## src/design/rotate_project_point_top_defines.svh

```systemverilog
// Assertion macros shared by the rotate and project design files.
`ifndef ROTATE_PROJECT_POINT_TOP_DEFINES_SVH
`define ROTATE_PROJECT_POINT_TOP_DEFINES_SVH

// Same-cycle implication, sampled on clk and disabled while rst_n is low.
`define RPP_ASSERT_IMPL(label, ante, cons, msg) \
    label: assert property (@(posedge clk) disable iff (!rst_n) (ante) |-> (cons)) \
        else $error(msg);

// Next-cycle implication, sampled on clk and disabled while rst_n is low.
`define RPP_ASSERT_NEXT(label, ante, cons, msg) \
    label: assert property (@(posedge clk) disable iff (!rst_n) (ante) |=> (cons)) \
        else $error(msg);

`endif

```

## src/design/rpp_pkg.sv

```systemverilog
// Package with the shared types, constants and helper functions of the projector.
`timescale 1ns / 1ps

package rpp_pkg;

    localparam int COORD_W  = 16;
    localparam int ANGLE_W  = 16;
    localparam int TRIG_W   = 16;
    localparam int FOCAL_W  = 12;
    localparam int OFFSET_W = 15;

    localparam logic [FOCAL_W-1:0]  FOCAL_RESET  = 12'd500;
    localparam logic [OFFSET_W-1:0] OFFSET_RESET = 15'd20480;

    localparam int SCREEN_WIDTH_DEF  = 1024;
    localparam int SCREEN_HEIGHT_DEF = 768;

    localparam int CORDIC_STAGES = 16;
    localparam int CW            = 18;
    localparam logic signed [CW-1:0] CORDIC_X0 = 18'sd19898;

    localparam int QUEUE_DEPTH = 4;

    localparam int ROT_W   = 18;
    localparam int PROD_W  = 34;
    localparam int DEPTH_W = 19;
    localparam int NUM_W   = 31;
    localparam int DIVN_W  = 30;
    localparam int DIVD_W  = 19;

    localparam int CFG_INDEX_W = 8;
    localparam int CFG_DATA_W  = 16;

    typedef enum logic [CFG_INDEX_W-1:0] {
        REG_FOCAL  = 8'd0,
        REG_OFFSET = 8'd1
    } cfg_reg_t;

    // Point plus sine and cosine for the X, Y and Z angles (lane 0 is X).
    typedef struct packed {
        logic signed [COORD_W-1:0] px;
        logic signed [COORD_W-1:0] py;
        logic signed [COORD_W-1:0] pz;
        logic [2:0][TRIG_W-1:0]    sn;
        logic [2:0][TRIG_W-1:0]    cs;
    } rpp_item_t;

    function automatic logic signed [CW-1:0] atan_phase(input int i);
        logic signed [CW-1:0] r;
        case (i)
            0:       r = 18'sd8192;
            1:       r = 18'sd4836;
            2:       r = 18'sd2555;
            3:       r = 18'sd1297;
            4:       r = 18'sd651;
            5:       r = 18'sd326;
            6:       r = 18'sd163;
            7:       r = 18'sd81;
            8:       r = 18'sd41;
            9:       r = 18'sd20;
            10:      r = 18'sd10;
            11:      r = 18'sd5;
            12:      r = 18'sd3;
            13:      r = 18'sd1;
            14:      r = 18'sd1;
            default: r = 18'sd0;
        endcase
        return r;
    endfunction

    function automatic logic signed [15:0] sat16(input logic signed [PROD_W-1:0] v);
        logic signed [15:0] r;
        if (v > 34'sd32767)
            r = 16'sh7FFF;
        else if (v < -34'sd32768)
            r = 16'sh8000;
        else
            r = v[15:0];
        return r;
    endfunction

    // Rounded sum of two Q15-scaled products, floor after adding one half.
    function automatic logic signed [ROT_W-1:0] mix_round(input logic signed [PROD_W-1:0] p0,
                                                          input logic signed [PROD_W-1:0] p1);
        logic signed [PROD_W:0] s;
        s = (PROD_W+1)'(p0) + (PROD_W+1)'(p1) + 35'sd16384;
        return s[ROT_W+14:15];
    endfunction

endpackage

```

## src/design/rpp_queue.sv

```systemverilog
// Short queue that decouples the trig front end from the rotate and divide back end.
`timescale 1ns / 1ps

`include "rotate_project_point_top_defines.svh"

module rpp_queue import rpp_pkg::*;
(
    input  logic      clk,
    input  logic      rst_n,
    input  logic      push_valid,
    input  rpp_item_t push_item,
    output logic      full,
    output logic      pop_valid,
    input  logic      pop_ready,
    output rpp_item_t pop_item
);

    localparam int PTR_W = $clog2(QUEUE_DEPTH);
    localparam int CNT_W = $clog2(QUEUE_DEPTH + 1);

    rpp_item_t mem_reg [0:QUEUE_DEPTH-1];
    logic [PTR_W-1:0] wr_reg, wr_next, rd_reg, rd_next;
    logic [CNT_W-1:0] count_reg, count_next;
    logic push, pop;

    assign full      = (count_reg == CNT_W'(QUEUE_DEPTH));
    assign pop_valid = (count_reg != '0);
    assign pop_item  = mem_reg[rd_reg];
    assign push      = push_valid && !full;
    assign pop       = pop_valid && pop_ready;

    always_comb
    begin
        wr_next    = wr_reg;
        rd_next    = rd_reg;
        count_next = count_reg;
        if (push)
            wr_next = (wr_reg == PTR_W'(QUEUE_DEPTH - 1)) ? '0 : wr_reg + 1'b1;
        if (pop)
            rd_next = (rd_reg == PTR_W'(QUEUE_DEPTH - 1)) ? '0 : rd_reg + 1'b1;
        if (push && !pop)
            count_next = count_reg + 1'b1;
        else if (pop && !push)
            count_next = count_reg - 1'b1;
    end

    always_ff @(posedge clk or negedge rst_n)
    begin
        if (!rst_n)
        begin
            wr_reg    <= '0;
            rd_reg    <= '0;
            count_reg <= '0;
        end
        else
        begin
            wr_reg    <= wr_next;
            rd_reg    <= rd_next;
            count_reg <= count_next;
        end
    end

    always_ff @(posedge clk)
    begin
        if (push)
            mem_reg[wr_reg] <= push_item;
    end

    `RPP_ASSERT_IMPL(a_count_bound, 1'b1, count_reg <= CNT_W'(QUEUE_DEPTH), "queue overfilled")
    `RPP_ASSERT_NEXT(a_count_up, push && !pop, count_reg == $past(count_reg) + 1'b1, "lost push")
    `RPP_ASSERT_NEXT(a_rd_moves, pop, rd_reg != $past(rd_reg), "pop did not advance")

endmodule

```

## config.mk

```make
export PLATFORM = sky130hd
export DESIGN_NAME = rpp_queue
export DESIGN_NICKNAME = d
export VERILOG_FILES = /design/src/design/rpp_pkg.sv /design/src/design/rpp_queue.sv
export VERILOG_INCLUDE_DIRS = /design/src /design/src/design
export SDC_FILE = /design/constraint.sdc
export NUM_CORES = 1
export LEC_CHECK = 0
export ABC_AREA = 1
export BUFFER_PORTS_ARGS = -buffer_cell sky130_fd_sc_hd__buf_4
export CAP_MARGIN = 20
export CORE_MARGIN = 1
export CORE_UTILIZATION = 56
export DETAILED_ROUTE_END_ITERATION = 7
export GPL_TIMING_DRIVEN = 1
export PLACE_DENSITY_LB_ADDON = 0.2
export SLEW_MARGIN = 40
export SYNTH_ARGS = -nofsm -noshare
export SYNTH_HDL_FRONTEND = slang
export SYNTH_SLANG_ARGS = --single-unit
```

## constraint.sdc

```tcl
create_clock -name clk -period 9.47 [get_ports clk]
set_input_delay 1.894 -clock clk [delete_from_list [all_inputs] [get_ports clk]]
set_output_delay 1.894 -clock clk [all_outputs]
set_load 0.1 [all_outputs]
```

== Word level (Yosys, flattened, before mapping) ==
Memory sizes are Yosys's and may differ from the RTL's.
Cells that the tools add are included.
Word-level totals
  register bits: 7
  bits in latches: 0
  RAM bits: 576
  ROM bits: 0
  input port bits: 148
  output and inout port bits: 146
  memories kept: 1
Operators by class
  add/sub/neg operators: 4
  multipliers: 0
  div/mod/pow operators: 0
  magnitude comparators: 0
  eq/ne operators: 3
  shift operators: 0
  mux-type cells: 6
  bitwise logic cells: 0
  reductions and logical operators: 9
Memories
  mem_reg: depth 4, bits a word 144, rd ports 1, clocked after Yosys merged registers in 0, write ports 1, line rpp_queue.sv:21  | rpp_item_t mem_reg [0:QUEUE_DEPTH-1];
Operators by type and width (count)
  3-bit two-way mux: 2
  2-bit by 1-bit adder with 2-bit output, second input constant: 2
  2-bit equality test, second input constant: 2
  1-bit logical AND: 4
  2-bit two-way mux: 2
  3-bit by 1-bit adder with 3-bit output, second input constant: 1
  3-bit equality test, second input constant: 1
  1-bit logical NOT: 3
  3-bit nonzero test: 1
  3-bit by 1-bit subtractor with 3-bit output, second input constant: 1
  1-bit two-way mux: 2
  2-bit nonzero test: 1

== Depth between registers and ports, before layout ==
  depth in word-level cells: 7
  depth in mapped cells: 12
  gate-level depth less buffers: 12

== Worst setup path after synthesis ==
OpenSTA, ideal clock, no wires.
  path kind: input to register
  start: input port push_valid
  end: memory mem_reg[0][0] (netlist bit) (enable)
  library setup time: 0.650 ns
  data arrival time: 8.016 ns
  setup slack: 0.804 ns
  stages: 2
  path buffers: 0
  cells stage by stage: nand2_1 nor2_1
On the way
  cells in the longest elaborated chain, start to end: 3
Ends and longest elaborated chain
  start: declaration: line rpp_queue.sv:10  | input logic push_valid,
  1-bit logical AND: line rpp_queue.sv:29  | assign push = push_valid && !full;
  1-bit two-way mux: line rpp_queue.sv:65  | if (push)
  1-bit two-way mux (implied by the code): line rpp_queue.sv:66  | mem_reg[wr_reg] <= push_item;
  end: declaration: line rpp_queue.sv:21
Every way passes these cells.

==> results.yml <==
job:
  max_cap_viol_count: 0
final_layout:
  syn_to_final_growth_pct: 18.76
  layout-drive-gt1-share_pct: 18.68
  nets: 2169
  final_util_pct: 67.34
  largest_reg_flops: 576
placement:
  gp_congestion: 0.8200
  place_hpwl_um: 28360
  io_buffer_count: 293
setup_path:
  crit_top_cell: "buf_4"
  cp.required_ns: 7.58
  end_kind: "output port"
  crit_path_max_incr_delay_ns: 0.65
  crit_chain: "inv_6 > buf_4 > o211ai_1 > nand2_1 > buf_4"
  cp-start-kind: "flip-flop"
  critPathSlowestCell: "buf_4"
  arrival_ns: 3.18
  critPathKind: "flip-flop to output port"
  critPathTopFamily: "buffers and inverters"
  path_buf_inv: 3
  crit_fanout: 85
clock_network:
  cts_buffers: 56
  worstSkewPairLatency_ns: 0.60
  clk_pin_slew_ns: 0.06
  cts_hold_buf: 0
  max-clock-path-buffers: 3
  clock_tree.root_cell: "clkbuf_16"
  htree_num_levels: 2
  cts_tree: "yes"
  cts_sinks: 583
  cts_resized: 0
  post_cts_buffers: 0
die:
  die_h_um: 205.1
  dieWidth_um: 205.1
  start_util_pct: 56.70
  core-area_mm2: 0.04074
  ios: 294
  dieArea_mm2: 0.04207
  core.rowCount: 74
route:
  dr.pass1.iters: 7
  drtIter0Drc: 1033
  ant_nets: 0
  routed-via-count: 13660
  post_drt_wl_per_cell_um: 18.15
  drt-total-wl_um: 46900
  routed_via_density: 5.286
  drcViolationCount: 0
global_route:
  grt_pass1_wl_um: 71390
  antenna_found_initial: 1
  gr-usage-all-layers_pct: 22.42
  grt_max_degree: 146
  grt_pass1_vias: 13390
  grt-ovfl-total: 0
logic_synthesis:
  synth.avg_cell_area_um2: 13.28
  synth_nets: 1894
  synthCells: 1739
  yosys_register_bits: 583
  synth_seq_area_share_pct: 75.63
  yosysWarnings: 0
  mappedNetlistArea_mm2: 0.02310
  yosysUniqueCellTypes: 18
timing:
  timing.final.crit_period_ns: 5.070
  hold_ws_ns: 0.5103
  worstMarginPinSlew_ns: 0.7963
  fmax_mhz: 197.2
  setup-violations-final: 0
  fin_tns_setup_ns: 0
  finalHoldViolCount: 0
  maxSlewHeadroom_pct: 46.91
  rsz0062_at_grt: "no"
  slew_viol_final: 0
  min_period_over_period_pct: 53.54
  clock_skew_ns: 0.01482
outcome:
  run_status: "finished clean"
worst_hold_path:
  hp-class: "flip-flop to flip-flop"
routing by layer:
metal	part of all wire, %	track usage (%)	vias up
met2	49	36.17	405
met5	0	0	-
met1	40	28.77	6571
met3	8.2	6.538	77
li1	-	-	6606
met4	2.8	8.624	0
worst min-delay path, stage by stage, from the launching register on:
cell     delay (ns)
dfrtp_1        0.37
nand2_1        0.06
nand2_1        0.05
cell type report:
| type | instances | area [um^2] |
|---|---|---|
| Multi-Input combinational cell | 758 | 4043 |
| Fill cell | 2842 | 13300 |
| Tap cell | 532 | 665.6 |
| Clock inverter | 27 | 145.1 |
| Sequential cell | 583 | 17480 |
| Timing Repair Buffer | 312 | 2491 |
| Clock buffer | 67 | 1464 |
| Antenna cell | 2 | 5.005 |
| Inverter | 303 | 1142 |
Yosys cell counts:
library cell | instances | share of area (%)
clkbuf_1 | 27 | 0.44
buf_2 | 59 | 1.3
nor2_1 | 6 | 0.097
buf_4 | 3 | 0.097
ha_1 | 6 | 0.32
buf_6 | 5 | 0.24
nand4_1 | 1 | 0.027
dfrtp_1 | 7 | 0.76
xnor2_1 | 1 | 0.038
o211ai_1 | 288 | 9.4
o21ai_0 | 1 | 0.022
nand2_1 | 447 | 7.3
edfxtp_1 | 576 | 75
inv_1 | 302 | 4.9
nand3_1 | 7 | 0.15
fa_1 | 1 | 0.087
inv_2 | 1 | 0.016
buf_1 | 1 | 0.016
cell families after synthesis:
family / share of synthesized area, %
compound gates: 9.381
xor+xnor: 0.03792
simple gates: 7.539
flops: 75.63
buf+inv: 6.998
fa+ha+maj: 0.4116
through the flow:
| step | setup slack, ns | cell area (um^2) | instances |
|---|---|---|---|
| 6_report | 4.400 | 27440 | 2584 |
| 5_1_grt | 4.235 | 27430 | 2583 |
| 4_1_cts | 4.365 | 27400 | 2581 |
| 3_5_place_dp | 5.029 | 25790 | 2487 |
| 3_3_place_gp | 4.825 | 25670 | 2483 |
| 2_1_floorplan | 0.8035 | 23100 | 1739 |
cell usage in the layout (no fill, tap or decap):
master | synthesis | final
clkinvlp_4 | 0 | 1
buf_12 | 0 | 4
clkbuf_1 | 27 | 10
xnor2_1 | 1 | 1
inv_6 | 0 | 3
edfxtp_1 | 576 | 576
ha_1 | 6 | 6
buf_4 | 3 | 299
nor2_1 | 6 | 2
clkinv_2 | 0 | 3
nor2_4 | 0 | 4
bufinv_16 | 0 | 1
fa_1 | 1 | 1
o21ai_0 | 1 | 1
clkinv_1 | 0 | 20
nand4_1 | 1 | 1
inv_1 | 302 | 302
buf_16 | 0 | 4
clkbuf_16 | 0 | 57
o211ai_1 | 288 | 288
dfrtp_4 | 0 | 2
diode_2 | 0 | 2
nand3_1 | 7 | 7
buf_6 | 5 | 5
nand2_1 | 447 | 447
dfrtp_1 | 7 | 5
worst paths after layout:
path	cells past startpoint	startpoint	endpoint	slack [ns]
max reg2reg	6	count_reg[0]	mem_reg[0][57]	6.81
min in group asynchronous	1	rst_n	rd_reg[0]	1.11
max	5	rd_reg[1]	pop_item[104]	4.40
min	2	count_reg[2]	count_reg[2]	0.51
min reg2reg	2	count_reg[2]	count_reg[2]	0.51
max in group asynchronous	1	rst_n	rd_reg[1]	8.21
Power is left out: the tool's default activity adds up to more than one toggle a clock period on the data nets, which glitch-free logic cannot reach.
